[src/design/rme_pkg.sv]
// Shared types and codes for the modular exponentiation block.
// No dependencies.
package rme_pkg;

	localparam int MOD_BITS_DEF = 32;
	localparam int VAL_W        = 32;
	localparam int EXP_W        = 32;

	typedef enum logic [1:0] {
		REG_MODULUS   = 2'd0,
		REG_PUB_EXP   = 2'd1,
		REG_PRIV_EXP  = 2'd2
	} reg_idx_t;

	localparam logic MODE_DECRYPT = 1'b1;

	typedef struct packed {
		logic             mode;
		logic [VAL_W-1:0] value;
		logic             last_in;
	} rme_in_t;

	typedef struct packed {
		logic [VAL_W-1:0] result_value;
		logic             last_out;
	} rme_out_t;

	// side info that rides along each item
	typedef struct packed {
		logic mode;
		logic last;
	} rme_ctl_t;

endpackage

[src/design/rme_mul_cell.sv]
// One step of the interleaved dual modular multiply (acc*sq and sq*sq).
// Depends on rme_pkg.
module rme_mul_cell #(
	parameter int W   = 32,
	parameter int BIT = 31
) (
	input  logic              clk,
	input  logic              arst_n,
	input  logic              en,
	input  logic [W-1:0]      m,
	input  logic              ebit_pub,
	input  logic              ebit_priv,
	input  logic              vld_i,
	input  rme_pkg::rme_ctl_t ctl_i,
	input  logic [W-1:0]      acc_i,
	input  logic [W-1:0]      sq_i,
	input  logic [W-1:0]      ra_i,
	input  logic [W-1:0]      rs_i,
	output logic              vld_o,
	output rme_pkg::rme_ctl_t ctl_o,
	output logic [W-1:0]      acc_o,
	output logic [W-1:0]      sq_o,
	output logic [W-1:0]      ra_o,
	output logic [W-1:0]      rs_o
);
	import rme_pkg::*;

	localparam bit FIRST = (BIT == W - 1);
	localparam bit LAST  = (BIT == 0);

	// 2r + addend stays below 3m, so two conditional subtracts finish it
	function automatic logic [W-1:0] step(input logic [W-1:0] r, input logic [W-1:0] add,
		input logic [W-1:0] md);
		logic [W+1:0] t;
		logic [W+1:0] mm;
		begin
			mm = {2'b00, md};
			t  = {1'b0, r, 1'b0} + {2'b00, add};
			if (t >= mm) t = t - mm;
			if (t >= mm) t = t - mm;
			step = t[W-1:0];
		end
	endfunction

	logic [W-1:0] ra_b, rs_b;
	logic [W-1:0] ra_n, rs_n;
	logic         ebit;

	always_comb begin
		ra_b = FIRST ? '0 : ra_i;
		rs_b = FIRST ? '0 : rs_i;
		ra_n = step(ra_b, acc_i[BIT] ? sq_i : '0, m);
		rs_n = step(rs_b, sq_i[BIT] ? sq_i : '0, m);
		ebit = (ctl_i.mode == MODE_DECRYPT) ? ebit_priv : ebit_pub;
	end

	always_ff @(posedge clk or negedge arst_n) begin
		if (!arst_n) begin
			vld_o <= 1'b0;
		end else if (en) begin
			vld_o <= vld_i;
		end
	end

	always_ff @(posedge clk) begin
		if (en) begin
			ctl_o <= ctl_i;
			ra_o  <= ra_n;
			rs_o  <= rs_n;
			if (LAST) begin
				acc_o <= ebit ? ra_n : acc_i;
				sq_o  <= rs_n;
			end else begin
				acc_o <= acc_i;
				sq_o  <= sq_i;
			end
		end
	end

endmodule

[config.mk]
export PLATFORM = sky130hd
export DESIGN_NAME = rme_mul_cell
export DESIGN_NICKNAME = d
export VERILOG_FILES = /design/src/design/rme_pkg.sv /design/src/design/rme_mul_cell.sv
export SDC_FILE = /design/constraint.sdc
export NUM_CORES = 1
export LEC_CHECK = 0
export BUFFER_PORTS_ARGS = -buffer_cell sky130_fd_sc_hd__buf_2
export CAP_MARGIN = 20
export CORE_MARGIN = 10
export CORE_UTILIZATION = 40
export CTS_BUF_LIST = sky130_fd_sc_hd__clkbuf_4
export DETAILED_ROUTE_END_ITERATION = 7
export MAX_ROUTING_LAYER = met4
export PLACE_DENSITY_LB_ADDON = 0.15
export SLEW_MARGIN = 20
export SYNTH_ARGS = -nofsm -noshare
export SYNTH_HDL_FRONTEND = slang
export SYNTH_SLANG_ARGS = --single-unit
[constraint.sdc]
create_clock -name clk -period 0.93 [get_ports clk]
set_clock_uncertainty 0.1 [all_clocks]
set_input_delay 0.0465 -clock clk [delete_from_list [all_inputs] [get_ports clk]]
set_output_delay 0.0465 -clock clk [all_outputs]
set_load 0.1 [all_outputs]
==> summary.txt <==
GRT
  • Global route overflow: 0
  • GRT Util Overall: 28.5%
  • Pin count of the biggest net entering global routing: 33
  • Wire length of the first global-routing pass: 84.3 mm
  • Vias in the first global route: 15500
  • Initial antenna violation count: 4

Die
  • Starting Density: 41.0%
  • Num ports: 299
  • Die width: 198 µm
  • Row cnt: 64
  • Die ar.: 0.0391 mm²
  • Die Ht: 198 µm
  • Std-Cell Core Area: 0.0308 mm²

Logic synthesis
  • Top cell type's share of synthesized area: 30.9%
  • Synthesis-stage register bit count: 131
  • Synthesized Nets: 1743
  • Largest cells by area after synthesis: edfxtp_1 (31%), ha_1 (12%), nand2_1 (4.7%)
  • Yosys cell types: 82
  • Prevailing post-synth register cell: edfxtp_1
  • Post-synth top area cell: edfxtp_1
  • EDFF count, synth: 130
  • Top post-synthesis cells by count: nand2_1 (157), edfxtp_1 (130), ha_1 (126)
  • Sequential area share after synthesis: 31.1%
  • Synthesized netlist cell count: 1445
  • Synthesized cell area: 0.0126 mm²
  • Warnings, synthesis: 0
  • Top-count cell post-synth: nand2_1
  • Mean post-synth cell area: 8.74 µm²
  • Ys async rst share: 0.763%

Placement
  • DP HPWL: 43.4 mm
  • GPL Wtd Cong: 0.984
  • IO buf count: 232
  • Setup WS pre-CTS: -5.24 ns
  • Placed instance count: 2660

Detailed routing
  • Total wire length: 61.9 mm
  • Routed via count: 15700
  • First-pass DRT Iterations: 6
  • Via density: 5.52
  • Initial drt markers: 1150
  • Routed Antenna Nets: 0
  • DRC viols: 0
  • Avg WL per Cell: 21.8 µm

STA
  • Final hold vios: 4
  • Final setup fails: 198
  • Fin Hold WS: -0.405 ns
  • Slew Viols, Final: 0
  • Setup ws final: -4.20 ns
  • Final setup TNS: -324.69 ns
  • Crit share post-route: 552%
  • Minimum clock period: 5.13 ns
  • Slew @ Worst Pin: 0.544 ns
  • Maximum clock frequency: 0.195 GHz
  • Slew margin rel.: 63.7%
  • RSZ-0062 raised after global routing: true

Job
  • MaxCap Viol Count: 0

Power
  • P_leak: 11.6 nW
  • Total power: 40.5 mW
  • VDD IR max: 1470 µV
  • P per Cell Area: 1630 mW/mm²

Final layout
  • Final Util: 80.6%
  • Share of layout cells above drive strength 1: 52.3%
  • Fin cells: 2839
  • Final #Nets: 2725
  • Filler cells: 1912
  • Area growth, synth to finish: 96.9%

Worst setup path
  • Crit path capture type: flop
  • Crit start category: input port
  • Crit-path max FO: 6
  • Crit Path Category: in -> reg
  • Crit path DAT: 5.49 ns
  • Worst Path Required: 1.29 ns
  • Slowest CP cell: fa_2
  • Crit-path max cell delay: 0.40 ns

Clock tree
  • CTS Buf Count: 17
  • CTS Root Cell: clkbuf_4
  • Hold buffer count at cts: 83
  • H-tree Lvls: 4
  • TritonCTS clock tree: yes
  • Worst-skew pair later-pin latency: 0.65 ns
  • Clock-pin slew on the worst setup and hold paths: 0.16 ns
  • Sink Count: 131
  • CTS max path bufs: 2

Hold path
  • Hold Crit Class: in -> reg

Run status
  • Run status: complete, but fails checks
  • Failing checks: negative hold slack, negative setup slack
## cells in the final DEF (no fill, tap or decap), types with 12 or more instances in the layout
master / netlist / routed
buf_4: 4 / 649
buf_12: 0 / 147
edfxtp_1: 130 / 130
nand2_1: 157 / 128
buf_2: 8 / 95
nor2_1: 103 / 88
a21oi_1: 113 / 88
ha_1: 126 / 81
inv_1: 80 / 76
dlygate4sd3_1: 0 / 73
o21ai_0: 109 / 71
xnor2_1: 66 / 63
and2_1: 61 / 48
a21o_1: 46 / 46
ha_4: 0 / 41
xor2_1: 37 / 37
mux2_4: 0 / 28
buf_6: 2 / 24
a21oi_2: 0 / 23
o21ai_2: 1 / 22
nand4_1: 21 / 21
a31oi_1: 28 / 19
nand2b_1: 18 / 18
o21a_1: 19 / 18
clkbuf_4: 0 / 17
nand3_1: 22 / 16
nand2_4: 0 / 15
o21ai_1: 3 / 15
nor3_1: 22 / 15
nand2_2: 0 / 14
a211oi_2: 1 / 13
o21bai_1: 14 / 13
nor2b_1: 15 / 12
and3_1: 14 / 12
and2_4: 0 / 12
## critical path, delay by kind of cell
family / cells / cell delay, ns
buffers and inverters: 11 / 1.59
AOI/OAI and AO/OA: 9 / 1.48
adders and majority gates: 3 / 0.86
and+or+nand+nor: 9 / 1.50
## final cells by class
cell class | instances | area, µm² | share of cell area, %
flip-flops and latches | 131 | 3930 | 15.8
inverters | 80 | 304 | 1.22
clock inverters | 15 | 146 | 0.589
multi-input cells | 1187 | 10100 | 40.7
repair buffers | 1010 | 9740 | 39.2
clock buffers | 17 | 128 | 0.513
well taps | 396 | 495 | 1.99
diodes | 3 | 7.51 | 0.0302
## worst paths after layout
| check | start | to | slack, ns | cells past startpoint |
|---|---|---|---|---|
| max | sq_i[31] | rs_o[6]$_DFFE_PP_ | -4.20 | 32 |
| min | sq_i[28] | sq_o[28]$_DFFE_PP_ | -0.41 | 2 |
| max reg2reg | vld_o$_DFFE_PN0P_ | vld_o$_DFFE_PN0P_ | -0.03 | 1 |
| min reg2reg | vld_o$_DFFE_PN0P_ | vld_o$_DFFE_PN0P_ | 0.49 | 1 |
| max in group asynchronous | arst_n | vld_o$_DFFE_PN0P_ | 0.49 | 3 |
| min in group asynchronous | arst_n | vld_o$_DFFE_PN0P_ | 0.13 | 3 |
## registers in the layout (all words and copies together) (netlist names)
register  cells
ra_o         32
acc_o        32
vld_o         1
ctl_o         2
rs_o         32
sq_o         32
## metrics by stage
stage	instance area [µm²]	hold WS, ns
finish	24900	-0.405
global route	24900	-0.411
CTS	23000	-0.431
detailed placement	21300	-0.278
global placement	21300	-0.279
floorplan	13200	-0.349
## routing by layer
layer  global-route usage (%)  routed length [µm]
met1                     32.8               24700
met2                     48.0               30000
met3                     5.67                4500
met4                     10.9                2740
met5                        -                   0
## power by group
part | switching [mW] | leakage (nW) | total [mW] | internal [mW]
clock | 2.87 | 0.145 | 4.27 | 1.40
sequential | 0.755 | 1.28 | 8.46 | 7.71
combinational | 15.3 | 10.2 | 27.8 | 12.5
total | 18.9 | 11.6 | 40.5 | 21.6
## cell families (layout without fill, tap and decap cells)
| kind of cell | count (synthesis) | count (layout) | synth area share [%] |
|---|---|---|---|
| other | 0 | 3 | 0 |
| adders and majority gates | 130 | 130 | 13.1 |
| xor gates and xnor gates | 103 | 103 | 7.14 |
| AOI/OAI and AO/OA | 447 | 447 | 23.2 |
| and+or+nand+nor | 468 | 469 | 17.9 |
| buffers and inverters | 128 | 1122 | 4.12 |
| muxes | 38 | 38 | 3.34 |
| DFF | 131 | 131 | 31.1 |
## timing repair
action / in CTS / in global routing
endpoints found under the hold margin: 205 / 6
setup buffers: 15 / 50
pin swaps: 17 / 84
setup endpoints to repair: 196 / 208
resized for setup: 81 / 276
cloned: 4 / 10
(Power assumes the default switching activity.)
