$ cat src/design/rme_pkg.sv
// Shared types and codes for the modular exponentiation block.
// No dependencies.
package rme_pkg;

	localparam int MOD_BITS_DEF = 32;
	localparam int VAL_W        = 32;
	localparam int EXP_W        = 32;

	typedef enum logic [1:0] {
		REG_MODULUS   = 2'd0,
		REG_PUB_EXP   = 2'd1,
		REG_PRIV_EXP  = 2'd2
	} reg_idx_t;

	localparam logic MODE_DECRYPT = 1'b1;

	typedef struct packed {
		logic             mode;
		logic [VAL_W-1:0] value;
		logic             last_in;
	} rme_in_t;

	typedef struct packed {
		logic [VAL_W-1:0] result_value;
		logic             last_out;
	} rme_out_t;

	// side info that rides along each item
	typedef struct packed {
		logic mode;
		logic last;
	} rme_ctl_t;

endpackage

$ cat src/design/rme_red_cell.sv
// One step of the input reduction: shifts one value bit into the residue.
// Depends on rme_pkg.
module rme_red_cell #(
	parameter int W = 32
) (
	input  logic                     clk,
	input  logic                     arst_n,
	input  logic                     en,
	input  logic [W-1:0]             m,
	input  logic                     vld_i,
	input  rme_pkg::rme_ctl_t        ctl_i,
	input  logic [rme_pkg::VAL_W-1:0] val_i,
	input  logic [W-1:0]             r_i,
	output logic                     vld_o,
	output rme_pkg::rme_ctl_t        ctl_o,
	output logic [rme_pkg::VAL_W-1:0] val_o,
	output logic [W-1:0]             r_o
);
	import rme_pkg::*;

	logic [W:0] t;
	logic [W:0] t_red;

	always_comb begin
		t     = {r_i, val_i[VAL_W-1]};
		t_red = (t >= {1'b0, m}) ? (t - {1'b0, m}) : t;
	end

	always_ff @(posedge clk or negedge arst_n) begin
		if (!arst_n) begin
			vld_o <= 1'b0;
		end else if (en) begin
			vld_o <= vld_i;
		end
	end

	always_ff @(posedge clk) begin
		if (en) begin
			ctl_o <= ctl_i;
			val_o <= {val_i[VAL_W-2:0], 1'b0};
			r_o   <= t_red[W-1:0];
		end
	end

endmodule

$ cat config.mk
export PLATFORM = sky130hd
export DESIGN_NAME = rme_red_cell
export DESIGN_NICKNAME = d
export VERILOG_FILES = /design/src/design/rme_pkg.sv /design/src/design/rme_red_cell.sv
export SDC_FILE = /design/constraint.sdc
export NUM_CORES = 1
export LEC_CHECK = 0
export BUFFER_PORTS_ARGS = -buffer_cell sky130_fd_sc_hd__buf_2
export CORE_MARGIN = 2
export CORE_UTILIZATION = 40
export CTS_CLUSTER_DIAMETER = 200
export DETAILED_ROUTE_END_ITERATION = 10
export GPL_TIMING_DRIVEN = 0
export PLACE_DENSITY = 0.7
export SLEW_MARGIN = 20
export SYNTH_ARGS = -nofsm -noshare
export SYNTH_HDL_FRONTEND = slang
export SYNTH_SLANG_ARGS = --single-unit
$ cat constraint.sdc
create_clock -name clk -period 1.3 [get_ports clk]
set_clock_uncertainty 0.15 [all_clocks]
set_input_delay 0.26 -clock clk [delete_from_list [all_inputs] [get_ports clk]]
set_output_delay 0.26 -clock clk [all_outputs]
set_load 0.03 [all_outputs]
==> impl_metrics.yaml, run 1 <==
finish:
  fin_util_pct: 76.4
  nets: 813
  num_antenna_cells: 0
  final_layout_size_suffix_gt1_share_pct: 56.1
  nFillCells: 641
  area_growth_pct: 86.9
clock_network:
  clock_latency_ns: 0.35
  tritoncts: "done"
  htreeDepth: 3
  cts_inserted_buffers: 9
  clkTransAtPathRegs_ns: 0.08
  clock_tree.buffer_depth: 2
  cts_sinks: 66
  clockRootBuffer: "clkbuf_8"
job:
  drv_cap: 0
yosys:
  synth_top_area_share_pct: 46.5
  synth.area.top_cells: "edfxtp_1 (46%), ha_1 (9.5%), inv_1 (4.1%)"
  yosysTopAreaCell: "edfxtp_1"
  ys_warn_count: 0
  synth_cell_types: 49
  async_flop_share_pct: 1.52
  ys.flop_type: "edfxtp_1"
  synth_most_common_cell: "edfxtp_1"
  synthTopCellsByCount: "edfxtp_1 (65), inv_1 (46), nand2_1 (46)"
  syn_area_um2: 4200
  ys_seq_elements: 66
  yosysSeqAreaShare_pct: 47.1
  synth_nets: 549
  synth-edff-count: 65
  synthCells: 414
  avgSynthCellArea_um2: 10.1
worst_setup_path:
  path_max_fanout: 2
  crit_type: "input port to flop"
  end_kind: "flop"
  critPathRequiredTime_ns: 1.27
  arrival_ns: 2.70
  startpoint_type: "input port"
power:
  leakagePower_uw: 0.00337
  vdd_ir_drop_max_mv: 0.596
  p_per_area_nw_per_um2: 1070
timing:
  finalCritPeriodShare_pct: 210
  fin_setup_tns_ns: -33.25
  worstMarginPinSlew_ns: 0.616
  period_needed_ns: 2.73
  relSlewSlack_pct: 58.9
  fmax_mhz: 366
  setup_viol_count_final: 90
  final.setup.worst_slack_ns: -1.43
  hold_violations: 0
  rsz0062_at_grt: "yes"
  slew_viol_final: 0
global_routing:
  overflow: 0
  grtUsageTotal_pct: 25.1
  grt_pass1_wl_mm: 22.2
  grt_max_degree: 67
  grt_antenna_before_repair: 0
  grt_pass1_vias: 4411
floorplan:
  rows: 37
  die_width_um: 106
  initial_utilization_pct: 40.9
  die-area_um2: 11300
  core_um2: 10300
  die_h_um: 106
  io_pins: 169
status:
  violations: "negative setup slack"
  status: "finished, violations left"
place:
  port_buffers: 167
  pre_cts_slack_ns: -2.09
  gp_congestion: 0.854
  dp_hpwl_mm: 8.73
detailed_routing:
  wire_per_inst_um: 17.9
  vias: 4314
  via_per_inst: 5.27
  first_pass_iters: 4
  drc: 0
  drt-initial-drc-count: 191
  ant_nets: 0
  wirelength_mm: 14.7
min_path:
  hold_class: "input port to flop"
[cells by family (layout without fill, tap and decap cells)]
group           Yosys count  in the layout  synth area share (%)
compound gates          123            123                  19.3
flops                    66             66                  47.1
simple gates             97             97                  10.6
fa+ha+maj                33             33                  10.0
xor+xnor                 26             26                  5.42
buf+inv                  62            331                  5.84
mux                       6              6                  1.61
other cells               1              1                0.0893
[path summary, 6_finish.rpt]
| check | from | end | slack (ns) | cells past startpoint |
|---|---|---|---|---|
| min | r_i[8] | r_o[9] | 0.02 | 3 |
| max | val_i[31] | r_o[28] | -1.43 | 13 |
| max reg2reg | vld_o | vld_o | 0.37 | 1 |
| min reg2reg | vld_o | vld_o | 0.41 | 1 |
| min in group asynchronous | arst_n | vld_o | 0.07 | 2 |
| max in group asynchronous | arst_n | vld_o | 0.84 | 2 |
[critical path: stages]
cell and delay (ns):
buf_12 0.11, inv_12 0.04, ha_4 0.12, inv_2 0.03
fa_2 0.33, a21o_1 0.22, a221oi_4 0.28, o2111ai_2 0.16
a31o_1 0.26, a221oi_4 0.29, o221ai_2 0.16, xor2_1 0.16
mux2_4 0.28
[sequential cells by signal (all words and copies together), names as in the netlist]
signal and cells:
val_o 31, ctl_o 2, r_o 32, vld_o 1
[layout make-up]
type	instances	area [um2]	area share, %
Multi-Input combinational cell	286	2820	35.9
Timing Repair Buffer	262	2340	29.8
Sequential cell	66	1980	25.2
Inverter	46	210	2.68
Tap cell	136	170	2.17
Clock buffer	10	138	1.75
Buffer	7	106	1.35
Clock inverter	6	90.1	1.15
[routing by layer]
metal | routed length (um) | GRT usage, % | up-vias
met5 | 0 | 0 | -
met4 | 252 | 9.37 | 0
li1 | - | - | 2040
met2 | 7470 | 43.8 | 188
met3 | 1090 | 4.97 | 22
met1 | 5890 | 30.7 | 2064
[placed cells by master, fill, tap and decap left out, types with 7 or more instances in the layout]
cell / count
nand2_2: 8
o21ai_0: 8
buf_4: 43
ha_4: 17
a21oi_1: 19
nand2_4: 15
o21ai_1: 10
edfxtp_1: 65
buf_2: 82
nand2_1: 23
dlygate4sd3_1: 35
xor2_1: 12
nand4_1: 8
nor2_1: 12
buf_8: 8
o21a_1: 8
clkbuf_8: 11
inv_2: 7
xnor2_1: 11
ha_1: 11
buf_6: 92
inv_1: 32
o21ai_2: 17
[through the flow]
step	instance area, um2	hold slack (ns)	std cells	total power, uW
6_report	7850	0.0238	819	8370
3_3_place_gp	5530	-0.112	717	5020
2_1_floorplan	4520	-0.186	414	4370
4_1_cts	7330	0.0161	802	8020
3_5_place_dp	5530	-0.115	717	5050
5_1_grt	7850	0.0246	819	8720
[power breakdown]
part	total, uW	switching, uW	leakage, uW	internal [uW]
registers	2780	123	0.000647	2660
logic	3550	1820	0.00261	1720
clock network	2040	909	0.000112	1140
total	8370	2860	0.00337	5520
[repair_timing]
action / CTS / global route
hold buffers: 35 / 0
gates resized for setup: 263 / 88
setup endpoints to repair: 98 / 99
gates cloned: 4 / 1
endpoints found under the hold margin: 35 / 0
pin swaps: 40 / 31
buffers inserted: 38 / 22
(Power assumes the default switching activity.)
==> inputs of run 2 (changes only) <==
- CELL_PAD_IN_SITES_DETAIL_PLACEMENT: default -> 1
- CELL_PAD_IN_SITES_GLOBAL_PLACEMENT: default -> 2
- CORE_UTILIZATION: 40 -> 31
- PLACE_DENSITY: 0.7 -> 0.88
==> run 2 against run 1 <==
The run ends with design-rule violations, negative setup slack left. Die area rose by 28%. Worst hold slack got worse by 0.0037 ns. Clock power rose by 39%. Core utilization fell by 17 points. Clock-buffer cell count did not move. First-iteration DRC count rose by 140%. Via count rose by 12%. Cell area rose by 0.16%. Fmax fell by 5.4%. Combinational power rose by 8.2%. Routed wire length rose by 62%. Largest cell class unchanged.
==> impl_metrics.yaml, run 2 (synthesis results as in run 1) <==
worst_setup_path:
  path_max_fanout: 3
  crit_end: "r_o[22]"
  crit_slowest_cell: "fa_2"
  crit_type: "input port to flop"
  startpoint_type: "input port"
  end_kind: "flop"
  arrival_ns: 2.83
  critPathRequiredTime_ns: 1.24
  rrSetupSlack_ns: 0.36
  cp_slowest_stage_delay_ns: 0.35
  startpoint: "val_i[31]"
  worstReg2RegStart: "vld_o"
  r2r_end: "vld_o"
  reg2reg_depth: 1
  crit_chain: "buf_12 > inv_12 > ha_4 > inv_2 > fa_2 > a21o_1 > a221oi_4 > buf_4 > buf_6 > o31ai_4 > a211oi_2 > a21oi_2 > a41oi_2 > xor2_1 > o21ai_1"
timing:
  setup_viol_count_final: 83
  fmax_mhz: 346
  relSlewSlack_pct: 59.8
  finalCritPeriodShare_pct: 222
  slew_viol_final: 0
  final.setup.worst_slack_ns: -1.59
  hold_violations: 0
  rsz0062_at_grt: "yes"
  fin_setup_tns_ns: -41.76
  period_needed_ns: 2.89
  worstMarginPinSlew_ns: 0.603
power:
  leakagePower_uw: 0.00333
  swShare_pct: 36.0
  net-switching-power_uw: 3420
  p_per_area_nw_per_um2: 1210
  p_total_uw: 9490
  p_int_uw: 6080
  seqPwrFrac_pct: 29.7
  p_clk_share_pct: 29.8
  combinationalPowerShare_pct: 40.5
  vdd_ir_drop_max_mv: 0.787
status:
  status: "finished, violations left"
  violations: "design-rule violations, negative setup slack"
place:
  dp.cells: 758
  port_buffers: 167
  gp_congestion: 0.760
  dp_hpwl_mm: 10.6
  pre_cts_slack_ns: -2.13
global_routing:
  overflow: 0
  grtUsageTotal_pct: 26.3
  grt_max_degree: 48
  grt_antenna_before_repair: 1
  grt_pass1_vias: 4836
  grt_pass1_wl_mm: 28.8
job:
  drv_cap: 0
min_path:
  hold_class: "input port to flop"
  min_from: "vld_i"
clock_network:
  clock_tree.buffer_depth: 2
  clockRootBuffer: "clkbuf_16"
  cts_inserted_buffers: 9
  tritoncts: "done"
  cts_sinks: 66
  clkTransAtPathRegs_ns: 0.06
  htreeDepth: 3
  clock_latency_ns: 0.34
floorplan:
  io_pins: 169
  rows: 42
  initial_utilization_pct: 31.7
  die-area_um2: 14500
  die_h_um: 120
  core_um2: 13200
  die_width_um: 120
detailed_routing:
  drt-initial-drc-count: 467
  first_pass_iters: 9
  wire_per_inst_um: 27.9
  ant_nets: 0
  via_per_inst: 5.65
  vias: 4834
  wirelength_mm: 23.9
  drc: 2
finish:
  nets: 809
  area_growth_pct: 87.2
  mostFrequentLayoutCells: "buf_2 (91), buf_6 (74), edfxtp_1 (65)"
  final_layout_size_suffix_gt1_share_pct: 55.4
  regMostFlops: "r_o"
  num_antenna_cells: 0
  final_common_cell: "buf_2"
  layout.cells.non_filler: 855
  largestRegisters: "r_o: 32 flops, val_o: 31 flops, ctl_o: 2 flops"
  largest_reg_flops: 32
  fin_util_pct: 59.4
## run 2: worst min-delay path by stage
stage               endpoint  slack [ns]  cells past startpoint
floorplan              vld_o       -0.19                      0
global placement       vld_o       -0.11                      1
detailed placement     vld_o       -0.11                      1
CTS                    vld_o       0.002                      2
global route           vld_o        0.03                      2
finish                 vld_o        0.02                      2
## run 2: stage by stage
| step | cell area, um2 | hold slack (ns) |
|---|---|---|
| after detailed placement | 5600 | -0.113 |
| after global placement | 5580 | -0.113 |
| after floorplan | 4520 | -0.186 |
| after global routing | 7860 | 0.0301 |
| after CTS | 7260 | 0.00246 |
| final | 7860 | 0.0201 |
## run 2: cell type report
type | instances | area (um2)
plain buffers | 7 | 104
clock buffers | 10 | 229
clock inverters | 6 | 92.6
fillers | 1352 | 5380
inverters | 46 | 205
multi-input cells | 286 | 2780
flip-flops and latches | 66 | 1980
well taps | 176 | 220
repair buffers | 258 | 2250
## run 2: per-layer routing
metal | GRT usage, % | share of wire [%] | vias to the layer above
met2 | 46.7 | 50 | 334
li1 | - | - | 2030
met1 | 29.1 | 36 | 2366
met3 | 6.65 | 8.4 | 104
met5 | 0 | 0 | -
met4 | 13.0 | 4.9 | 0
## run 2: repair_timing
item                       in CTS  in global routing
hold endpoints to repair       34                  0
cloned                          5                  0
resized for setup             184                157
pin swaps                      41                 39
setup buffers                  30                 24
hold buffers                   34                  0
setup endpoints to repair      66                 87
## run 2: critical path, delay by kind of cell
family                     cells  cell delay (ns)
AOI/OAI and AO/OA              7             1.36
xor gates and xnor gates       1             0.23
adders and majority gates      2             0.48
buffers and inverters          5             0.47
## run 2: power by group through the flow
stage | sequential [uW] | combinational [uW] | clock, uW
2_1_floorplan | 3280 | 1090 | 0
3_3_place_gp | 2760 | 2300 | 0
3_5_place_dp | 2760 | 2360 | 0
4_1_cts | 2750 | 3120 | 2690
5_1_grt | 2830 | 3970 | 2880
6_report | 2820 | 3840 | 2830
